**src/rtl/core/qsbs_pkg.sv**
```systemverilog
// Shared types and constants of the quicksort batch sorter.
`default_nettype none
package qsbs_pkg;

  localparam int VALUE_W = 32;

  typedef logic signed [VALUE_W-1:0] value_t;

  typedef logic [3:0] qsbs_op_t;

  localparam qsbs_op_t OP_NONE        = 4'd0;
  localparam qsbs_op_t OP_LOAD        = 4'd1;
  localparam qsbs_op_t OP_INIT        = 4'd2;
  localparam qsbs_op_t OP_POP         = 4'd3;
  localparam qsbs_op_t OP_LATCH_RANGE = 4'd4;
  localparam qsbs_op_t OP_RANGE       = 4'd5;
  localparam qsbs_op_t OP_PIVOT       = 4'd6;
  localparam qsbs_op_t OP_SCANL_STEP  = 4'd7;
  localparam qsbs_op_t OP_SCANL_STOP  = 4'd8;
  localparam qsbs_op_t OP_SCANH_STEP  = 4'd9;
  localparam qsbs_op_t OP_SWAP1       = 4'd10;
  localparam qsbs_op_t OP_SWAP2       = 4'd11;
  localparam qsbs_op_t OP_PUSH1       = 4'd12;
  localparam qsbs_op_t OP_PUSH2       = 4'd13;
  localparam qsbs_op_t OP_OUT_RD      = 4'd14;
  localparam qsbs_op_t OP_OUT_LOAD    = 4'd15;

  typedef struct packed {
    qsbs_op_t op;
  } qsbs_cmd_t;

  typedef struct packed {
    logic sp_zero;
    logic range_empty;
    logic a_lt_pivot;
    logic pivot_lt_b;
    logic l_ge_h;
    logic out_last;
  } qsbs_status_t;

endpackage
`default_nettype wire

```
**src/rtl/core/qsbs_if.sv**
```systemverilog
// Input and output channel interfaces of the quicksort batch sorter.
`default_nettype none
interface qsbs_in_if;
  import qsbs_pkg::*;
  logic   valid;
  logic   ready;
  value_t value;
  logic   last;
  modport source (output valid, output value, output last, input ready);
  modport sink (input valid, input value, input last, output ready);
endinterface

interface qsbs_out_if;
  import qsbs_pkg::*;
  logic   valid;
  logic   ready;
  value_t sorted_value;
  logic   end_of_batch;
  modport source (output valid, output sorted_value, output end_of_batch, input ready);
  modport sink (input valid, input sorted_value, input end_of_batch, output ready);
endinterface
`default_nettype wire

```
**src/rtl/core/qsbs_datapath.sv**
```systemverilog
// Datapath of the quicksort batch sorter: element store, range stack and partition registers.
`default_nettype none
module qsbs_datapath
  import qsbs_pkg::*;
#(
  parameter int CAPACITY = 64
) (
  input  wire          clk,
  input  wire          rst_n,
  input  qsbs_cmd_t    cmd,
  input  value_t       in_value,
  output qsbs_status_t status,
  output value_t       out_value,
  output logic         out_end
);

  localparam int IDX_W     = (CAPACITY > 2) ? $clog2(CAPACITY) : 1;
  localparam int CNT_W     = $clog2(CAPACITY + 1);
  localparam int STK_DEPTH = CAPACITY;
  localparam int ENT_W     = 2 * IDX_W;

  value_t             store_mem [CAPACITY];
  logic [ENT_W-1:0]   stack_mem [STK_DEPTH];

  logic [CNT_W-1:0]   count_r;
  logic [CNT_W-1:0]   sp_r;
  logic [CNT_W-1:0]   k_r;
  logic [IDX_W-1:0]   lo_r, hi_r, l_r, h_r;
  value_t             pivot_r, a_r, b_r;
  value_t             rd_data_r;
  logic [ENT_W-1:0]   stk_rd_r;
  value_t             out_value_r;
  logic               out_end_r;

  logic [IDX_W-1:0]   mid_idx, l_inc, h_dec, h_inc, left_size, right_size;
  logic [CNT_W-1:0]   sp_dec, k_inc, count_m1;
  logic               big_left, count_room, stack_room, count_ge2;
  logic [ENT_W-1:0]   ent_first, ent_second;

  logic               st_we;
  logic [IDX_W-1:0]   st_wr_addr, st_rd_addr;
  value_t             st_wr_data;
  logic               stk_we;
  logic [IDX_W-1:0]   stk_wr_addr;
  logic [ENT_W-1:0]   stk_wr_data;

  assign mid_idx    = lo_r + ((hi_r - lo_r) >> 1);
  assign l_inc      = l_r + 1'b1;
  assign h_dec      = h_r - 1'b1;
  assign h_inc      = h_r + 1'b1;
  assign left_size  = h_r - lo_r;
  assign right_size = hi_r - h_r - 1'b1;
  assign big_left   = left_size >= right_size;
  assign ent_first  = big_left ? {lo_r, h_r} : {h_inc, hi_r};
  assign ent_second = big_left ? {h_inc, hi_r} : {lo_r, h_r};
  assign sp_dec     = sp_r - 1'b1;
  assign k_inc      = k_r + 1'b1;
  assign count_m1   = count_r - 1'b1;
  assign count_room = count_r < CNT_W'(CAPACITY);
  assign stack_room = sp_r < CNT_W'(STK_DEPTH);
  assign count_ge2  = count_r >= CNT_W'(2);

  always_comb begin
    st_we       = 1'b0;
    st_wr_addr  = h_r;
    st_wr_data  = a_r;
    st_rd_addr  = l_r;
    stk_we      = 1'b0;
    stk_wr_addr = sp_r[IDX_W-1:0];
    stk_wr_data = ent_first;
    unique case (cmd.op)
      OP_LOAD: begin
        st_we      = count_room;
        st_wr_addr = count_r[IDX_W-1:0];
        st_wr_data = in_value;
      end
      OP_INIT: begin
        stk_we      = count_ge2;
        stk_wr_addr = '0;
        stk_wr_data = {IDX_W'(0), count_m1[IDX_W-1:0]};
      end
      OP_RANGE:      st_rd_addr = mid_idx;
      OP_PIVOT:      st_rd_addr = l_r;
      OP_SCANL_STEP: st_rd_addr = l_inc;
      OP_SCANL_STOP: st_rd_addr = h_r;
      OP_SCANH_STEP: st_rd_addr = h_dec;
      OP_SWAP1: begin
        st_we      = 1'b1;
        st_wr_addr = h_r;
        st_wr_data = a_r;
      end
      OP_SWAP2: begin
        st_we      = 1'b1;
        st_wr_addr = l_r;
        st_wr_data = b_r;
        st_rd_addr = l_inc;
      end
      OP_PUSH1: begin
        stk_we      = stack_room;
        stk_wr_data = ent_first;
      end
      OP_PUSH2: begin
        stk_we      = stack_room;
        stk_wr_data = ent_second;
      end
      OP_OUT_RD: st_rd_addr = k_r[IDX_W-1:0];
      default: ;
    endcase
  end

  always_ff @(posedge clk) begin
    if (st_we) begin
      store_mem[st_wr_addr] <= st_wr_data;
    end
    rd_data_r <= store_mem[st_rd_addr];
  end

  always_ff @(posedge clk) begin
    if (stk_we) begin
      stack_mem[stk_wr_addr] <= stk_wr_data;
    end
    stk_rd_r <= stack_mem[sp_dec[IDX_W-1:0]];
  end

  always_ff @(posedge clk) begin
    if (!rst_n) begin
      count_r <= '0;
      sp_r    <= '0;
      k_r     <= '0;
    end else begin
      unique case (cmd.op)
        OP_LOAD: if (count_room) count_r <= count_r + 1'b1;
        OP_INIT: begin
          k_r  <= '0;
          sp_r <= count_ge2 ? CNT_W'(1) : '0;
        end
        OP_POP:   sp_r <= sp_dec;
        OP_PUSH1: if (stack_room) sp_r <= sp_r + 1'b1;
        OP_PUSH2: if (stack_room) sp_r <= sp_r + 1'b1;
        OP_OUT_LOAD: begin
          k_r <= k_inc;
          if (status.out_last) count_r <= '0;
        end
        default: ;
      endcase
    end
  end

  always_ff @(posedge clk) begin
    unique case (cmd.op)
      OP_LATCH_RANGE: begin
        lo_r <= stk_rd_r[ENT_W-1:IDX_W];
        hi_r <= stk_rd_r[IDX_W-1:0];
      end
      OP_RANGE: begin
        l_r <= lo_r;
        h_r <= hi_r;
      end
      OP_PIVOT:      pivot_r <= rd_data_r;
      OP_SCANL_STEP: l_r <= l_inc;
      OP_SCANL_STOP: a_r <= rd_data_r;
      OP_SCANH_STEP: h_r <= h_dec;
      OP_SWAP1:      b_r <= rd_data_r;
      OP_SWAP2: begin
        l_r <= l_inc;
        h_r <= h_dec;
      end
      OP_OUT_LOAD: begin
        out_value_r <= rd_data_r;
        out_end_r   <= status.out_last;
      end
      default: ;
    endcase
  end

  assign status.sp_zero     = sp_r == '0;
  assign status.range_empty = lo_r >= hi_r;
  assign status.a_lt_pivot  = rd_data_r < pivot_r;
  assign status.pivot_lt_b  = pivot_r < rd_data_r;
  assign status.l_ge_h      = l_r >= h_r;
  assign status.out_last    = k_inc == count_r;

  assign out_value = out_value_r;
  assign out_end   = out_end_r;

endmodule
`default_nettype wire

```
**src/rtl/core/qsbs_ctrl.sv**
```systemverilog
// Controller of the quicksort batch sorter: load, partition and drain sequencing.
`default_nettype none
module qsbs_ctrl
  import qsbs_pkg::*;
(
  input  wire          clk,
  input  wire          rst_n,
  input  wire          in_valid,
  input  wire          in_last,
  output logic         in_ready,
  output logic         out_valid,
  input  wire          out_ready,
  input  qsbs_status_t status,
  output qsbs_cmd_t    cmd
);

  localparam logic [3:0] S_LOAD     = 4'd0;
  localparam logic [3:0] S_INIT     = 4'd1;
  localparam logic [3:0] S_POP      = 4'd2;
  localparam logic [3:0] S_POP_WAIT = 4'd3;
  localparam logic [3:0] S_RANGE    = 4'd4;
  localparam logic [3:0] S_PIVOT    = 4'd5;
  localparam logic [3:0] S_SCANL    = 4'd6;
  localparam logic [3:0] S_SCANH    = 4'd7;
  localparam logic [3:0] S_SWAP2    = 4'd8;
  localparam logic [3:0] S_PUSH2    = 4'd9;
  localparam logic [3:0] S_OUT_RD   = 4'd10;
  localparam logic [3:0] S_OUT_LD   = 4'd11;

  logic [3:0] state_r, state_nxt;
  logic       out_valid_r, out_valid_nxt;
  logic       out_load;

  always_comb begin
    state_nxt = state_r;
    cmd.op    = OP_NONE;
    in_ready  = 1'b0;
    out_load  = 1'b0;
    unique case (state_r)
      S_LOAD: begin
        in_ready = 1'b1;
        if (in_valid) begin
          cmd.op = OP_LOAD;
          if (in_last) state_nxt = S_INIT;
        end
      end
      S_INIT: begin
        cmd.op    = OP_INIT;
        state_nxt = S_POP;
      end
      S_POP: begin
        if (status.sp_zero) begin
          state_nxt = S_OUT_RD;
        end else begin
          cmd.op    = OP_POP;
          state_nxt = S_POP_WAIT;
        end
      end
      S_POP_WAIT: begin
        cmd.op    = OP_LATCH_RANGE;
        state_nxt = S_RANGE;
      end
      S_RANGE: begin
        if (status.range_empty) begin
          state_nxt = S_POP;
        end else begin
          cmd.op    = OP_RANGE;
          state_nxt = S_PIVOT;
        end
      end
      S_PIVOT: begin
        cmd.op    = OP_PIVOT;
        state_nxt = S_SCANL;
      end
      S_SCANL: begin
        if (status.a_lt_pivot) begin
          cmd.op = OP_SCANL_STEP;
        end else begin
          cmd.op    = OP_SCANL_STOP;
          state_nxt = S_SCANH;
        end
      end
      S_SCANH: begin
        priority if (status.pivot_lt_b) begin
          cmd.op = OP_SCANH_STEP;
        end else if (status.l_ge_h) begin
          cmd.op    = OP_PUSH1;
          state_nxt = S_PUSH2;
        end else begin
          cmd.op    = OP_SWAP1;
          state_nxt = S_SWAP2;
        end
      end
      S_SWAP2: begin
        cmd.op    = OP_SWAP2;
        state_nxt = S_SCANL;
      end
      S_PUSH2: begin
        cmd.op    = OP_PUSH2;
        state_nxt = S_POP;
      end
      S_OUT_RD: begin
        cmd.op    = OP_OUT_RD;
        state_nxt = S_OUT_LD;
      end
      S_OUT_LD: begin
        if (!out_valid_r || out_ready) begin
          cmd.op    = OP_OUT_LOAD;
          out_load  = 1'b1;
          state_nxt = status.out_last ? S_LOAD : S_OUT_RD;
        end else begin
          cmd.op = OP_OUT_RD;
        end
      end
      default: state_nxt = S_LOAD;
    endcase
  end

  // output register: refilled on load, emptied when taken
  always_comb begin
    priority if (out_load) out_valid_nxt = 1'b1;
    else if (out_ready)    out_valid_nxt = 1'b0;
    else                   out_valid_nxt = out_valid_r;
  end

  always_ff @(posedge clk) begin
    if (!rst_n) begin
      state_r     <= S_LOAD;
      out_valid_r <= 1'b0;
    end else begin
      state_r     <= state_nxt;
      out_valid_r <= out_valid_nxt;
    end
  end

  assign out_valid = out_valid_r;

endmodule
`default_nettype wire

```
**src/rtl/core/quicksort_batch_sorter_core.sv**
```systemverilog
// Top level of the quicksort batch sorter.
//
// Usage: a batch of signed 32-bit values enters on in_ch, one request per
// cycle while in_ch.ready is high; the request with last set closes the
// batch. Up to CAPACITY values are kept, later ones are dropped, though a
// last mark still closes the batch.
// The batch is then sorted in place (Hoare partition, middle pivot, range
// stack in a small memory) and in_ch.ready stays low until the sorted
// values have been handed to the output register.
// The sort is paced by the single read port of the element store. Once the
// sort completes, draining reads each result from the store and then loads
// it into the output register, one result at a time.
// out_ch carries the values in ascending order; end_of_batch marks the
// final one. A stalled receiver holds the output register and the drain
// waits. Once the final result sits in the register, loading of the
// next batch starts. Reset is synchronous: the block comes up empty and
// ready to load; the memories need no clearing.
`default_nettype none
module quicksort_batch_sorter_core
  import qsbs_pkg::*;
#(
  parameter int CAPACITY = 64
) (
  input wire         clk,
  input wire         rst_n,
  qsbs_in_if.sink    in_ch,
  qsbs_out_if.source out_ch
);

  qsbs_cmd_t    cmd;
  qsbs_status_t status;

  qsbs_ctrl u_ctrl (
    .clk       (clk),
    .rst_n     (rst_n),
    .in_valid  (in_ch.valid),
    .in_last   (in_ch.last),
    .in_ready  (in_ch.ready),
    .out_valid (out_ch.valid),
    .out_ready (out_ch.ready),
    .status    (status),
    .cmd       (cmd)
  );

  qsbs_datapath #(
    .CAPACITY (CAPACITY)
  ) u_datapath (
    .clk       (clk),
    .rst_n     (rst_n),
    .cmd       (cmd),
    .in_value  (in_ch.value),
    .status    (status),
    .out_value (out_ch.sorted_value),
    .out_end   (out_ch.end_of_batch)
  );

endmodule
`default_nettype wire
```
**src/flat_wrapper.sv**
```systemverilog
// flat-port wrapper written by rule: the top's interface ports become plain ports
module quicksort_batch_sorter_core_flat import qsbs_pkg::*;
#(
  parameter int CAPACITY = 64
)
  (clk, rst_n, in_ch_valid, in_ch_value, in_ch_last, in_ch_ready, out_ch_valid, out_ch_sorted_value, out_ch_end_of_batch, out_ch_ready);
  qsbs_in_if in_ch_i ();
  qsbs_out_if out_ch_i ();
  input wire clk;
  input wire rst_n;
  input wire logic [$bits(in_ch_i.valid)-1:0] in_ch_valid;
  input wire logic [$bits(in_ch_i.value)-1:0] in_ch_value;
  input wire logic [$bits(in_ch_i.last)-1:0] in_ch_last;
  output wire logic [$bits(in_ch_i.ready)-1:0] in_ch_ready;
  output wire logic [$bits(out_ch_i.valid)-1:0] out_ch_valid;
  output wire logic [$bits(out_ch_i.sorted_value)-1:0] out_ch_sorted_value;
  output wire logic [$bits(out_ch_i.end_of_batch)-1:0] out_ch_end_of_batch;
  input wire logic [$bits(out_ch_i.ready)-1:0] out_ch_ready;
  assign in_ch_i.valid = in_ch_valid;
  assign in_ch_i.value = in_ch_value;
  assign in_ch_i.last = in_ch_last;
  assign in_ch_ready = in_ch_i.ready;
  assign out_ch_valid = out_ch_i.valid;
  assign out_ch_sorted_value = out_ch_i.sorted_value;
  assign out_ch_end_of_batch = out_ch_i.end_of_batch;
  assign out_ch_i.ready = out_ch_ready;
  quicksort_batch_sorter_core #(.CAPACITY(CAPACITY)) u_core (.clk(clk), .rst_n(rst_n), .in_ch(in_ch_i), .out_ch(out_ch_i));
endmodule
```
**config.mk**
```make
export PLATFORM = sky130hd
export DESIGN_NAME = quicksort_batch_sorter_core_flat
export DESIGN_NICKNAME = d
export VERILOG_FILES = /design/src/rtl/core/qsbs_pkg.sv /design/src/rtl/core/qsbs_if.sv /design/src/rtl/core/qsbs_datapath.sv /design/src/rtl/core/qsbs_ctrl.sv /design/src/rtl/core/quicksort_batch_sorter_core.sv /design/src/flat_wrapper.sv
export SDC_FILE = /design/constraint.sdc
export NUM_CORES = 2
export LEC_CHECK = 0
export BUFFER_PORTS_ARGS = -buffer_cell sky130_fd_sc_hd__buf_2
export CORE_UTILIZATION = 50
export CTS_CLUSTER_SIZE = 40
export DETAILED_ROUTE_END_ITERATION = 8
export GPL_TIMING_DRIVEN = 0
export HOLD_SLACK_MARGIN = 0.05
export PLACE_DENSITY = 0.65
export SLEW_MARGIN = 20
export SYNTH_ARGS = -nofsm -noshare
export SYNTH_HDL_FRONTEND = slang
export SYNTH_SLANG_ARGS = --single-unit
```
**constraint.sdc**
```tcl
create_clock -name clk -period 8.05 [get_ports clk]
set_input_delay 0.805 -clock clk [delete_from_list [all_inputs] [get_ports clk]]
set_output_delay 0.805 -clock clk [all_outputs]
set_load 0.02 [all_outputs]
```
==> results.py <==
metrics = {
    "synthesis": {
        "ys_ff_latch": 3039,
        "synth-main-ff-cell": "edfxtp_1",
        "syn_nets": 8130,
        "synth_area_um2": 123000,
        "synth_edf_count": 2969,
        "yosys_warnings": 0,
        "ys_types": 98,
        "synth-seq-area-share": 0.737,
        "syn_area_per_cell_um2": 15.3,
        "synth.area.top_cells": "edfxtp_1, mux4_2, nand2_1, nand3_1, o21ai_0",
        "synth-async-reset-ratio": 0,
        "netlist.area_leader.share": 0.726,
        "syn_inst": 8016,
        "synth_top_cell_by_area": "edfxtp_1",
    },
    "worst_setup_path": {
        "crit_type": "flop to flop",
        "crit_path_max_fanout": 10,
        "arrival_ns": 9.04,
        "crit_path_end_kind": "flop",
        "required_ns": 8.96,
        "cp-start-kind": "flop",
    },
    "floorplanning": {
        "core_area_um2": 244000,
        "die_area_um2": 248000,
        "start_util": 0.504,
        "fp.dieH_um": 498,
        "fp-row-count": 181,
        "io_pins": 72,
        "die_w_um": 498,
    },
    "power": {
        "power_mw": 50.7,
        "power.density_nw_per_um2": 356,
        "p_leak_nw": 45.2,
        "ir_worst_vdd_mv": 0.277,
    },
    "timing": {
        "min_period_ns": 8.13,
        "fin_ws_ns": -0.0805,
        "period_share": 1.01,
        "skew_ns": 0.108,
        "setup_tns_ns": -0.174,
        "tightest_slew_ns": 1.28,
        "max_freq_mhz": 123,
        "slew_headroom": 0.141,
        "finalHoldViolations": 0,
        "hold_ws_ns": 0.109,
        "rsz0062_at_grt": "true",
        "final_max_slew_viol_count": 0,
        "setup_viol": 10,
    },
    "worst_hold_path": {
        "hold_path_class": "input port to flop",
    },
    "drt": {
        "drt_iter0_drc": 15342,
        "wl_per_cell_um": 36.2,
        "antenna_left": 0,
        "vias": 83080,
        "drc": 0,
        "vias_per_cell": 6.89,
        "drt_wl_total_mm": 436,
        "dr.pass1.iters": 7,
    },
    "layout": {
        "final_common_cell": "edfxtp_1",
        "fillCellCount": 18452,
        "fin_util": 0.585,
        "layout.nets": 8702,
        "seq_area_um2": 90600,
        "final_area_um2": 143000,
        "synthToLayoutAreaGrowth_pct": 16.0,
        "stdcell_count": 12054,
        "final_cell_mix": "edfxtp_1, nand2_1, nand3_1",
        "drive_gt1_frac": 0.170,
        "multi_input_area_um2": 30900,
    },
    "status": {
        "violations": "setup timing",
        "status": "complete, but fails checks",
    },
    "grt": {
        "grt-ovfl-total": 0,
        "grt_max_degree": 65,
        "grt_pass1_vias": 76426,
        "antenna_found_initial": 61,
        "grt_pass1_wl_mm": 597,
        "grt_util_all_layers": 0.345,
    },
    "clocking": {
        "htree_levels": 5,
        "cts_buffers": 322,
        "cts.sinks": 3039,
        "clk_latency_ns": 0.99,
        "tritoncts": "yes",
        "root_buffer": "clkbuf_16",
        "clkTransAtPathRegs_ns": 0.06,
        "cts_buffer_depth": 4,
    },
    "placement": {
        "dpl_worst_slack_ns": -1.08,
        "place_area_um2": 132000,
        "io_buffers": 71,
        "dp_cells": 11447,
        "dpl.hpwl_mm": 305,
        "place.gp.congestion": 1.03,
    },
    "job": {
        "cap_violations": 0,
    },
}
worst paths after layout:
check / slack [ns] / cells past startpoint / endpoint / from
worst max-delay path: -0.08 / 23 / u_core.u_datapath.rd_data_r[20] / u_core.u_datapath.sp_r[0]
worst min-delay path: 0.11 / 2 / u_core.u_ctrl.state_r[1] / rst_n
worst max register to register: -0.08 / 23 / u_core.u_datapath.rd_data_r[20] / u_core.u_datapath.sp_r[0]
worst min register to register: 0.41 / 0 / u_core.u_datapath.hi_r[5] / u_core.u_datapath.stk_rd_r[5]
power by group:
group	leakage, nW	switching (mW)	internal (mW)
Combinational	13.0	12.0	4.02
Sequential	27.4	0.371	20.0
Clock	4.84	6.11	8.19
metal layers:
metal,global-route usage,vias up,part of all wire
li1,-,33049,-
met4,0.160,34,0.054
met1,0.482,41891,0.37
met3,0.127,1097,0.16
met2,0.481,7009,0.42
met5,0,-,0.00092
final cells by class:
| cell class | count | area share |
|---|---|---|
| plain buffers | 618 | 0.0194 |
| inverters | 72 | 0.00190 |
| clock inverters | 149 | 0.00892 |
| diodes | 35 | 0.000615 |
| clock buffers | 404 | 0.0602 |
| well taps | 3202 | 0.0281 |
| flip-flops and latches | 3039 | 0.635 |
| repair buffers | 248 | 0.0286 |
| multi-input cells | 4287 | 0.217 |
logic make-up (layout without fill, tap and decap cells):
logic type               Yosys count  after routing  synth area share
AO/OA/AOI/OAI                   1631           1631            0.0922
XOR/XNOR                          53             53           0.00378
adder cells (fa/ha/maj)           77             77           0.00809
buffers and inverters            690           1491            0.0239
multiplexers                     414            414            0.0589
flip-flops                      3039           3039             0.737
other                              0             35                 0
AND/OR/NAND/NOR                 2112           2112            0.0757
synth_stat cells (5+ instances only):
cell and count:
a32oi_1 216, buf_2 130, nor2_1 208, and3_1 23
mux2i_1 108, nand4_1 16, nand3_1 675, o21ai_0 476
and2_1 14, a21o_1 18, a21oi_1 92, a211o_1 11
inv_1 70, a211oi_1 118, a2111oi_0 233, or4_1 6
nor4_1 13, xor2_1 18, a31oi_1 233, a221oi_1 11
a22o_1 6, mux2_2 66, o21a_1 7, a32o_1 5
edfxtp_1 2969, clkbuf_1 405, nor3_1 76, o22ai_1 12
buf_6 12, dfxtp_1 70, o2111ai_1 5, nand2b_1 11
buf_1 46, mux4_2 240, nand2_1 1023, xnor2_1 35
or3_1 7, ha_1 73, nor2b_1 7, a22oi_1 125
buf_4 25
worst max-delay path: stages, from the launching register on:
cell and delay, ns:
dfxtp_1 0.37, clkbuf_1 0.22, clkdlybuf4s15_2 0.43, buf_2 0.33, clkbuf_1 0.28, inv_1 0.18, ha_1 0.30, inv_1 0.12
or4b_4 0.62, nand3_2 0.21, and3_2 0.27, o2111ai_1 0.16, a22oi_2 0.42, a21o_1 0.18, buf_4 0.22, a311o_4 0.49
buf_6 0.22, buf_2 0.62, clkbuf_1 0.82, a31oi_1 0.07, a32oi_1 0.31, a22oi_1 0.23, a32oi_1 0.62, mux2_2 0.35
registers in the layout (all words and copies together) (netlist names), 4 cells and up:
| signal | cells |
|---|---|
| u_core.u_datapath.sp_r | 7 |
| u_core.u_datapath.h_r | 6 |
| u_core.u_ctrl.state_r | 4 |
| u_core.u_datapath.k_r | 7 |
| u_core.u_datapath.count_r | 7 |
| u_core.u_datapath.store_mem | 2048 |
| u_core.u_datapath.l_r | 6 |
| u_core.u_datapath.lo_r | 6 |
| u_core.u_datapath.stack_mem | 768 |
| u_core.u_datapath.a_r | 32 |
| u_core.u_datapath.pivot_r | 32 |
| u_core.u_datapath.stk_rd_r | 12 |
| u_core.u_datapath.out_value | 32 |
| u_core.u_datapath.hi_r | 6 |
| u_core.u_datapath.b_r | 32 |
| u_core.u_datapath.rd_data_r | 32 |
repair_timing:
item,in CTS,in global routing
endpoints found under the hold margin,0,0
setup endpoints to repair,1190,901
buffers inserted,3,16
hold buffers,0,0
gates resized for setup,32,126
pin swaps,3,8
Note: power is estimated with default switching activity, not from simulation.
